--- src/hw/rtl/pinch_gesture_detector_macros.svh ---
// Assertion macros for the pinch gesture detector.
// Included by files that carry concurrent checks; no other dependencies.
`ifndef PINCH_GESTURE_DETECTOR_MACROS_SVH
`define PINCH_GESTURE_DETECTOR_MACROS_SVH
`ifndef SYNTHESIS
// same-cycle implication
`define PGD_ASSERT_IMPLIES(lbl, clk, rst_n, ante, cons) \
    lbl: assert property (@(posedge clk) disable iff (!(rst_n)) (ante) |-> (cons)) \
        else $error("pinch detector check failed (same cycle)");
// next-cycle implication
`define PGD_ASSERT_NEXT(lbl, clk, rst_n, ante, cons) \
    lbl: assert property (@(posedge clk) disable iff (!(rst_n)) (ante) |=> (cons)) \
        else $error("pinch detector check failed (next cycle)");
`else
`define PGD_ASSERT_IMPLIES(lbl, clk, rst_n, ante, cons)
`define PGD_ASSERT_NEXT(lbl, clk, rst_n, ante, cons)
`endif
`endif

--- src/hw/rtl/pgd_pkg.sv ---
// Shared types and constants for the pinch gesture detector.
// No dependencies; imported by pgd_iter_unit and pinch_gesture_detector.
package pgd_pkg;

    localparam int          FRAC_BITS    = 8;       // Q8.8 scale fraction
    localparam int          QUO_BITS     = 16;      // scale width
    localparam logic [15:0] SCALE_ONE    = 16'd256;
    localparam logic [15:0] SCALE_MAX    = 16'hFFFF;
    localparam logic [7:0]  THRESH_RESET = 8'd25;
    localparam int          ADDR_W       = 2;
    localparam logic [1:0]  REG_THRESH   = 2'd0;    // change_threshold byte address

    // operation issued to the shared subtract/compare unit
    typedef enum logic [2:0] {
        OP_NONE      = 3'd0,
        OP_SQRT_LOAD = 3'd1,
        OP_SQRT_STEP = 3'd2,
        OP_DIV_LOAD  = 3'd3,
        OP_DIV_STEP  = 3'd4
    } t_unit_op;

    typedef struct packed {
        t_unit_op op;
    } t_unit_cmd;

endpackage

--- src/hw/rtl/pgd_iter_unit.sv ---
// Iterative square root / divider built around one shared subtractor.
// Depends on pgd_pkg.
module pgd_iter_unit #(
    parameter int COORD_BITS = 12
) (
    input  logic                      i_clk,
    input  pgd_pkg::t_unit_cmd        i_cmd,
    input  logic [2*COORD_BITS+9:0]   i_radicand,
    input  logic [COORD_BITS+4:0]     i_cur,
    input  logic [COORD_BITS+4:0]     i_init,
    output logic [COORD_BITS+4:0]     o_root,
    output logic [15:0]               o_scale
);
    import pgd_pkg::*;

    localparam int R  = COORD_BITS + 5;   // root width
    localparam int W  = R + 2;            // remainder / subtractor width
    localparam int VW = 2 * R;            // radicand width

    logic [VW-1:0]       r_val;
    logic [W-1:0]        r_rem;
    logic [R-1:0]        r_root;
    logic [QUO_BITS-1:0] r_dlo;
    logic [QUO_BITS-1:0] r_quo;
    logic                r_sat;

    logic [W-1:0] w_a;
    logic [W-1:0] w_b;
    logic [W:0]   w_diff;
    logic         w_ge;

    // operand select for the shared subtractor
    always_comb begin
        w_a = '0;
        w_b = '0;
        case (i_cmd.op)
            OP_SQRT_STEP: begin
                w_a = {r_rem[W-3:0], r_val[VW-1 -: 2]};
                w_b = {r_root, 2'b01};
            end
            OP_DIV_LOAD: begin
                // overflow pre-check: quotient >= 2^16 iff cur >> 8 >= init
                w_a = W'(i_cur >> FRAC_BITS);
                w_b = W'(i_init);
            end
            OP_DIV_STEP: begin
                w_a = {r_rem[W-2:0], r_dlo[QUO_BITS-1]};
                w_b = W'(i_init);
            end
            default: begin
                w_a = '0;
                w_b = '0;
            end
        endcase
    end

    assign w_diff = {1'b0, w_a} - {1'b0, w_b};
    assign w_ge   = ~w_diff[W];

    always_ff @(posedge i_clk) begin
        case (i_cmd.op)
            OP_SQRT_LOAD: begin
                r_val  <= VW'(i_radicand);
                r_rem  <= '0;
                r_root <= '0;
            end
            OP_SQRT_STEP: begin
                r_val  <= {r_val[VW-3:0], 2'b00};
                r_rem  <= w_ge ? w_diff[W-1:0] : w_a;
                r_root <= {r_root[R-2:0], w_ge};
            end
            OP_DIV_LOAD: begin
                r_sat <= w_ge;
                r_rem <= w_a;
                r_dlo <= {i_cur[FRAC_BITS-1:0], FRAC_BITS'(0)};
                r_quo <= '0;
            end
            OP_DIV_STEP: begin
                r_dlo <= {r_dlo[QUO_BITS-2:0], 1'b0};
                r_rem <= w_ge ? w_diff[W-1:0] : w_a;
                r_quo <= {r_quo[QUO_BITS-2:0], w_ge};
            end
            default: begin
            end
        endcase
    end

    assign o_root  = r_root;
    assign o_scale = r_sat ? SCALE_MAX : r_quo;

endmodule

--- src/hw/rtl/pinch_gesture_detector.sv ---
// Pinch gesture detector top level: stream ports, APB register, sequencer.
// Depends on pgd_pkg, pgd_iter_unit and pinch_gesture_detector_macros.svh.
//
//   channel   dir  beat fields (low bit first)
//   s (in)    in   tdata: touch_count, first_x, first_y, second_x, second_y
//   m (out)   out  tdata: scale_q8, focus_x, focus_y;  tuser: recognized
//   apb       in   register 0 at byte address 0: change_threshold
//
// Sequence (R = COORD_BITS + 5, 17 at the default): a frame with a count other
// than two gives its result in the cycle after acceptance; a first two-touch
// frame, or one with both distances zero, passes squares, load and root and
// skips the divide; any other two-touch frame also divides and decides. The
// root takes R passes and the divide 16 passes through the one shared subtractor.
// One frame at a time: s_tready is high only while idle, and a result beat
// holds until i_m_tready takes it. Reset (synchronous, active low) clears the
// sequencer and the pinch state and loads the threshold with 25.
`include "pinch_gesture_detector_macros.svh"
module pinch_gesture_detector #(
    parameter int COORD_BITS = 12
) (
    input  logic                                   i_clk,
    input  logic                                   i_rst_n,
    // input frame stream
    input  logic                                   i_s_tvalid,
    output logic                                   o_s_tready,
    // touch_count, first_x, first_y, second_x, second_y
    input  logic [((4+4*COORD_BITS+7)/8)*8-1:0]    i_s_tdata,
    // result stream
    output logic                                   o_m_tvalid,
    input  logic                                   i_m_tready,
    // scale_q8, focus_x, focus_y
    output logic [((16+2*COORD_BITS+7)/8)*8-1:0]   o_m_tdata,
    // recognized
    output logic                                   o_m_tuser,
    // configuration
    input  logic                                   psel,
    input  logic                                   penable,
    input  logic                                   pwrite,
    input  logic [pgd_pkg::ADDR_W-1:0]             paddr,
    input  logic [31:0]                            pwdata,
    output logic [31:0]                            prdata,
    output logic                                   pready
);
    import pgd_pkg::*;

    localparam int C        = COORD_BITS;
    localparam int R        = C + 5;
    localparam int VW       = 2 * R;
    localparam int SUM_W    = 2 * C + 1;
    localparam int IN_W     = ((4 + 4 * C + 7) / 8) * 8;
    localparam int OUT_W    = ((16 + 2 * C + 7) / 8) * 8;
    localparam int ITER_MAX = (R > QUO_BITS) ? R : QUO_BITS;
    localparam int CNT_W    = $clog2(ITER_MAX);

    typedef enum logic [8:0] {
        ST_IDLE   = 9'b0_0000_0001,
        ST_SQ_X   = 9'b0_0000_0010,
        ST_SQ_Y   = 9'b0_0000_0100,
        ST_LOAD   = 9'b0_0000_1000,
        ST_ROOT   = 9'b0_0001_0000,
        ST_START  = 9'b0_0010_0000,
        ST_DIV    = 9'b0_0100_0000,
        ST_DECIDE = 9'b0_1000_0000,
        ST_OUT    = 9'b1_0000_0000
    } t_state;

    t_state           r_state;
    t_state           n_state;
    logic [CNT_W-1:0] r_cnt;
    logic [3:0]       r_count;
    logic [C-1:0]     r_x1, r_y1, r_x2, r_y2;
    logic [2*C-1:0]   r_prod;
    logic [2*C-1:0]   r_sum;
    logic             r_started;
    logic [R-1:0]     r_init;
    logic [15:0]      r_held_scale;
    logic [C-1:0]     r_focus_x;
    logic [C-1:0]     r_focus_y;
    logic             r_recog;
    logic [7:0]       r_thr;

    logic             w_s_acc;
    logic             w_m_acc;
    logic             w_cfg_wr;
    logic [3:0]       w_count;
    logic [C-1:0]     w_dx, w_dy;
    logic [C-1:0]     w_sq_in;
    logic [VW-1:0]    w_rad;
    logic [R-1:0]     w_root;
    logic [15:0]      w_scale;
    logic [15:0]      w_dev;
    logic [15:0]      w_held_dev;
    logic [C-1:0]     w_mid_x, w_mid_y;
    logic             w_iter_last;
    t_unit_cmd        w_cmd;

    // handshakes
    assign w_s_acc    = i_s_tvalid & o_s_tready;
    assign w_m_acc    = o_m_tvalid & i_m_tready;
    assign o_s_tready = (r_state == ST_IDLE);
    assign o_m_tvalid = (r_state == ST_OUT);
    assign w_count    = i_s_tdata[3:0];

    // APB: single register, always ready
    assign pready   = 1'b1;
    assign w_cfg_wr = psel & penable & pwrite & pready;
    assign prdata   = (paddr == REG_THRESH) ? {24'd0, r_thr} : 32'd0;

    always_ff @(posedge i_clk) begin
        if (!i_rst_n) begin
            r_thr <= THRESH_RESET;
        end else if (w_cfg_wr && paddr == REG_THRESH) begin
            r_thr <= pwdata[7:0];
        end
    end

    // geometry of the latched frame
    assign w_dx    = (r_x1 > r_x2) ? (r_x1 - r_x2) : (r_x2 - r_x1);
    assign w_dy    = (r_y1 > r_y2) ? (r_y1 - r_y2) : (r_y2 - r_y1);
    // one squarer, fed dx then dy
    assign w_sq_in = (r_state == ST_SQ_X) ? w_dx : w_dy;
    // (dx^2 + dy^2) * 256 for a Q.4 root
    assign w_rad   = VW'({SUM_W'(r_sum) + SUM_W'(r_prod), FRAC_BITS'(0)});
    assign w_mid_x = C'(({1'b0, r_x1} + {1'b0, r_x2}) >> 1);
    assign w_mid_y = C'(({1'b0, r_y1} + {1'b0, r_y2}) >> 1);

    // |scale - 1.0|
    assign w_dev      = (w_scale >= SCALE_ONE) ? (w_scale - SCALE_ONE)
                                               : (SCALE_ONE - w_scale);
    assign w_held_dev = (r_held_scale >= SCALE_ONE) ? (r_held_scale - SCALE_ONE)
                                                    : (SCALE_ONE - r_held_scale);

    assign w_iter_last = (r_state == ST_ROOT) ? (r_cnt == CNT_W'(R - 1))
                                              : (r_cnt == CNT_W'(QUO_BITS - 1));

    // shared unit command
    always_comb begin
        w_cmd.op = OP_NONE;
        case (r_state)
            ST_LOAD:  w_cmd.op = OP_SQRT_LOAD;
            ST_ROOT:  w_cmd.op = OP_SQRT_STEP;
            ST_START: w_cmd.op = OP_DIV_LOAD;
            ST_DIV:   w_cmd.op = OP_DIV_STEP;
            default:  w_cmd.op = OP_NONE;
        endcase
    end

    pgd_iter_unit #(
        .COORD_BITS (COORD_BITS)
    ) u_iter (
        .i_clk      (i_clk),
        .i_cmd      (w_cmd),
        .i_radicand (w_rad),
        .i_cur      (w_root),
        .i_init     (r_init),
        .o_root     (w_root),
        .o_scale    (w_scale)
    );

    // sequencer
    always_comb begin
        n_state = r_state;
        case (r_state)
            ST_IDLE: begin
                if (w_s_acc) begin
                    n_state = (w_count == 4'd2) ? ST_SQ_X : ST_OUT;
                end
            end
            ST_SQ_X: n_state = ST_SQ_Y;
            ST_SQ_Y: n_state = ST_LOAD;
            ST_LOAD: n_state = ST_ROOT;
            ST_ROOT: begin
                if (w_iter_last) begin
                    n_state = ST_START;
                end
            end
            ST_START: begin
                // first frame or both distances zero: no divide
                if (!r_started || (r_init == '0 && w_root == '0)) begin
                    n_state = ST_OUT;
                end else begin
                    n_state = ST_DIV;
                end
            end
            ST_DIV: begin
                if (w_iter_last) begin
                    n_state = ST_DECIDE;
                end
            end
            ST_DECIDE: n_state = ST_OUT;
            ST_OUT: begin
                if (w_m_acc) begin
                    n_state = ST_IDLE;
                end
            end
            default: n_state = ST_IDLE;
        endcase
    end

    // control state
    always_ff @(posedge i_clk) begin
        if (!i_rst_n) begin
            r_state      <= ST_IDLE;
            r_cnt        <= '0;
            r_started    <= 1'b0;
            r_init       <= '0;
            r_held_scale <= SCALE_ONE;
            r_focus_x    <= '0;
            r_focus_y    <= '0;
            r_recog      <= 1'b0;
        end else begin
            r_state <= n_state;
            case (r_state)
                ST_IDLE: begin
                    r_cnt <= '0;
                    if (w_s_acc) begin
                        r_recog <= 1'b0;
                        if (w_count != 4'd2) begin
                            // pinch ends: back to reset values
                            r_started    <= 1'b0;
                            r_init       <= '0;
                            r_held_scale <= SCALE_ONE;
                            r_focus_x    <= '0;
                            r_focus_y    <= '0;
                        end
                    end
                end
                ST_ROOT: begin
                    r_cnt <= w_iter_last ? '0 : r_cnt + 1'b1;
                end
                ST_START: begin
                    r_cnt <= '0;
                    if (!r_started) begin
                        r_init       <= w_root;
                        r_started    <= 1'b1;
                        r_held_scale <= SCALE_ONE;
                    end
                end
                ST_DIV: begin
                    r_cnt <= w_iter_last ? '0 : r_cnt + 1'b1;
                end
                ST_DECIDE: begin
                    if (w_dev > {8'd0, r_thr}) begin
                        r_held_scale <= w_scale;
                        r_focus_x    <= w_mid_x;
                        r_focus_y    <= w_mid_y;
                        r_recog      <= 1'b1;
                    end
                end
                default: begin
                end
            endcase
        end
    end

    // frame payload and squares
    always_ff @(posedge i_clk) begin
        if (w_s_acc) begin
            r_count <= w_count;
            r_x1    <= i_s_tdata[4 +: C];
            r_y1    <= i_s_tdata[4 + C +: C];
            r_x2    <= i_s_tdata[4 + 2*C +: C];
            r_y2    <= i_s_tdata[4 + 3*C +: C];
        end
        case (r_state)
            ST_SQ_X: r_prod <= w_sq_in * w_sq_in;
            ST_SQ_Y: begin
                r_sum  <= r_prod;
                r_prod <= w_sq_in * w_sq_in;
            end
            default: begin
            end
        endcase
    end

    assign o_m_tdata = OUT_W'({r_focus_y, r_focus_x, r_held_scale});
    assign o_m_tuser = r_recog;

    // checks
    `PGD_ASSERT_IMPLIES(a_no_accept_while_holding, i_clk, i_rst_n,
        o_m_tvalid, !o_s_tready)
    `PGD_ASSERT_NEXT(a_clear_on_release, i_clk, i_rst_n,
        w_s_acc && (w_count != 4'd2), (!r_started && r_held_scale == SCALE_ONE))
    `PGD_ASSERT_IMPLIES(a_recog_exceeds_thr, i_clk, i_rst_n,
        o_m_tvalid && o_m_tuser, (w_held_dev > {8'd0, r_thr}))
    `PGD_ASSERT_IMPLIES(a_started_two_touch, i_clk, i_rst_n,
        r_started && (r_state != ST_IDLE) && (r_state != ST_OUT), (r_count == 4'd2))

endmodule
--- config.mk ---
export PLATFORM = sky130hd
export DESIGN_NAME = pinch_gesture_detector
export DESIGN_NICKNAME = d
export VERILOG_FILES = /design/src/hw/rtl/pgd_pkg.sv /design/src/hw/rtl/pgd_iter_unit.sv /design/src/hw/rtl/pinch_gesture_detector.sv
export VERILOG_INCLUDE_DIRS = /design/src /design/src/hw/rtl
export SDC_FILE = /design/constraint.sdc
export NUM_CORES = 1
export LEC_CHECK = 0
export ABC_CLOCK_PERIOD_IN_PS = 13100
export BUFFER_PORTS_ARGS = -buffer_cell sky130_fd_sc_hd__buf_2
export CORE_UTILIZATION = 35
export CTS_BUF_LIST = sky130_fd_sc_hd__clkbuf_4 sky130_fd_sc_hd__clkbuf_8
export DETAILED_ROUTE_END_ITERATION = 8
export PLACE_DENSITY = 0.52
export SLEW_MARGIN = 30
export SYNTH_ARGS = -nofsm -noshare
export SYNTH_HDL_FRONTEND = slang
export SYNTH_SLANG_ARGS = --single-unit
--- constraint.sdc ---
create_clock -name i_clk -period 13.1 [get_ports i_clk]
set_clock_uncertainty 0.15 [all_clocks]
set_input_delay 0.655 -clock i_clk [delete_from_list [all_inputs] [get_ports i_clk]]
set_output_delay 0.655 -clock i_clk [all_outputs]
set_load 0.005 [all_outputs]
==> key figures <==
Setup path
  • Worst EP required: 13300 ps
  • Crit path capture type: flip-flop
  • CP arrival: 9610 ps
  • R2r setup slk: 3690 ps
  • Worst path most repeated cell: inv_1
  • Slowest stage delay, CP: 570 ps
  • Crit start category: flip-flop
  • Critical path endpoint: r_prod[22]$_DFFE_PP_
  • CP Class: reg -> reg
  • R2R Path End: r_prod[22]$_DFFE_PP_
  • Worst r2r path cells: 31
  • CP max FO: 14
  • CP max-delay cell: o41ai_1
  • Reg-to-Reg Start: r_x1[9]$_DFFE_PP_
  • Critical Path Source: r_x1[9]$_DFFE_PP_

Routing
  • Antenna Nets Post-Route: 0
  • # DRC: 0
  • Initial DRC Count: 721
  • Total number of vias: 14900
  • Pre-Repair DR Iteration Count: 5
  • Via-to-Cell Ratio: 5.03
  • DR WL/cell: 16.0 um
  • Routed WL: 47300 um

Global routing
  • Initial antenna violation count: 0
  • GRT overflow: 0
  • Global-route wire length before repair: 76700 um
  • Vias in the first global route: 14800
  • Overall Global Routing Usage: 0.167
  • Pin count of the biggest net entering global routing: 68

Floorplan
  • Die footprint: 0.0568 sq mm
  • Effective utilization at floorplan: 0.354
  • # IOs: 173
  • Row Count: 86
  • Die width: 238 um
  • Die Span Y: 238 um
  • CORE AREA: 0.0552 sq mm

Logic synthesis
  • Avg Inst Size Synth: 9.49 sq um
  • Mapped cell area: 0.0196 sq mm
  • Seq cells post-synth: 261
  • Post-synthesis sequential area ratio: 0.359
  • Ranking of synthesized cells by area: edfxtp_1 (28%), ha_1 (12%), fa_1 (9.0%)
  • Count leader, synth: inv_1
  • Synth cell types: 87
  • Post-synth top area cell: edfxtp_1
  • Yosys top cell area share: 0.276
  • Post-Synthesis Cells: 2061
  • Leading register cell type out of synthesis: edfxtp_1
  • Synth Warn #: 0
  • EDFF count, synth: 180
  • Top cells by count, synth: inv_1 (221), nor2_1 (202), ha_1 (181)
  • Asr flop ratio synth: 0

CTS
  • TritonCTS clock tree: done
  • Post-CTS setup buffer count: 0
  • CTS clock-pin slew for the worst setup and hold paths: 70 ps
  • Cell chosen for the clock root: clkbuf_8
  • PostCTS Resize Cnt: 0
  • Hold-fix buffers, CTS: 2
  • H-tree Lvls: 2
  • Worst skew pair latency: 620 ps
  • CTS buffer count: 47
  • CTS sink cnt: 261
  • Longest Clk Path Bufs: 3

STA
  • Tmin final: 9410 ps
  • Fmax: 106 MHz
  • RSZ-0062 raised after global routing: no
  • Hold Vio Cnt, Final: 0
  • Slew HR: 0.369
  • Final setup fails: 0
  • Worst slew pin tran: 934 ps
  • Fin crit share: 0.719
  • Setup TNS Final: 0 ps
  • Slew Limit Fails: 0

Placed design
  • Placed Instances: 2861
  • IO Port Bufs: 119
  • Final HPWL DP: 35400 um
  • Placer congestion estimate: 0.854

Run status
  • Status: finished, final reports clean

Cells and area
  • Sequential cell area: 0.00703 sq mm
  • Multi-input gate area: 0.0112 sq mm
  • Area delta synth->final: 11.6%
  • Layout fillers: 5571
  • Fraction of layout cells with a size suffix above 1: 0.120
  • Layout Cells excl Fill: 2953
  • NumNets Final: 2531

Flow run
  • Max Cap Viol: 0

Worst hold path
  • Hold Path Class: in -> reg
==> final cells by class <==
type                            count  area share
Sequential cell                   261       0.322
Tap cell                          748      0.0429
Multi-Input combinational cell   1491       0.515
Inverter                          227      0.0396
Antenna cell                        1    0.000115
Clock inverter                     12     0.00453
Timing Repair Buffer              137      0.0341
Clock buffer                       76      0.0416
==> worst min path at each step <==
stage,depth (start not counted),end,slack (ps),start
finish,1,r_x2[5]$_DFFE_PP_,60,i_s_tdata[33]
detailed placement,2,o_m_tuser$_SDFFE_PN0P_,290,o_m_tuser$_SDFFE_PN0P_
CTS,1,r_y2[7]$_DFFE_PP_,2,i_s_tdata[47]
global route,1,r_y1[6]$_DFFE_PP_,9,i_s_tdata[22]
global placement,2,o_m_tuser$_SDFFE_PN0P_,290,o_m_tuser$_SDFFE_PN0P_
floorplan,0,r_sum[0]$_DFFE_PP_,280,r_prod[0]$_DFFE_PP_
==> routing by layer <==
layer | global-route usage | share of wire | vias up
met4 | 0.0521 | 0.024 | 0
li1 | - | - | 7330
met5 | 0 | 0 | -
met2 | 0.277 | 0.47 | 310
met3 | 0.0216 | 0.039 | 79
met1 | 0.226 | 0.47 | 7134
==> critical path, delay by kind of cell, from the launching register on <==
kind            cells  cell delay, ps
simple gates        5            1460
fa+ha+maj           7            3470
xor+xnor            2             400
mux                 1             400
flops               1             390
buf+inv             7             750
compound gates      9            2100
==> cell usage in the layout, fill, tap and decap left out, types with 29 or more instances in the layout <==
master      n
a21oi_1   128
and2_1     64
buf_2     119
clkbuf_8   54
dfxtp_1    81
edfxtp_1  180
fa_1       88
ha_1      181
inv_1     219
nand2_1   145
nand3_1    48
nor2_1    202
nor3_1     43
o21ai_0    75
xnor2_1    63
xor2_1     29
==> registers in the layout (all words and copies together) (netlist names), 5 cells and up <==
name	cells
u_iter.r_val	26
r_prod	23
r_sum	23
u_iter.r_rem	18
r_init	17
u_iter.o_root	17
r_held_scale	16
u_iter.r_quo	16
r_focus_x	12
r_focus_y	12
r_x1	12
r_x2	12
r_y1	12
r_y2	12
r_state	9
r_thr	8
u_iter.r_dlo	8
r_cnt	5
==> logic make-up after synthesis <==
family | Yosys count | share of synthesized area
xor gates and xnor gates | 92 | 0.0412
muxes | 38 | 0.0209
and+or+nand+nor | 643 | 0.160
adders and majority gates | 269 | 0.206
other | 2 | 0.000384
DFF | 261 | 0.359
buffers and inverters | 332 | 0.0718
AOI/OAI and AO/OA | 424 | 0.141
==> metrics by stage <==
step	instance area, sq um	setup slack, ps	util	hold slack, ps
3_3_place_gp	20800	3760	0.376	291
5_1_grt	21800	3090	0.395	8.65
6_report	21800	3690	0.395	56.7
4_1_cts	21800	3670	0.395	1.84
2_1_floorplan	19600	4890	-	283
3_5_place_dp	20800	3680	0.376	293
Power is left out: the tool's default activity adds up to more than one toggle a clock period on the data nets, which glitch-free logic cannot reach.
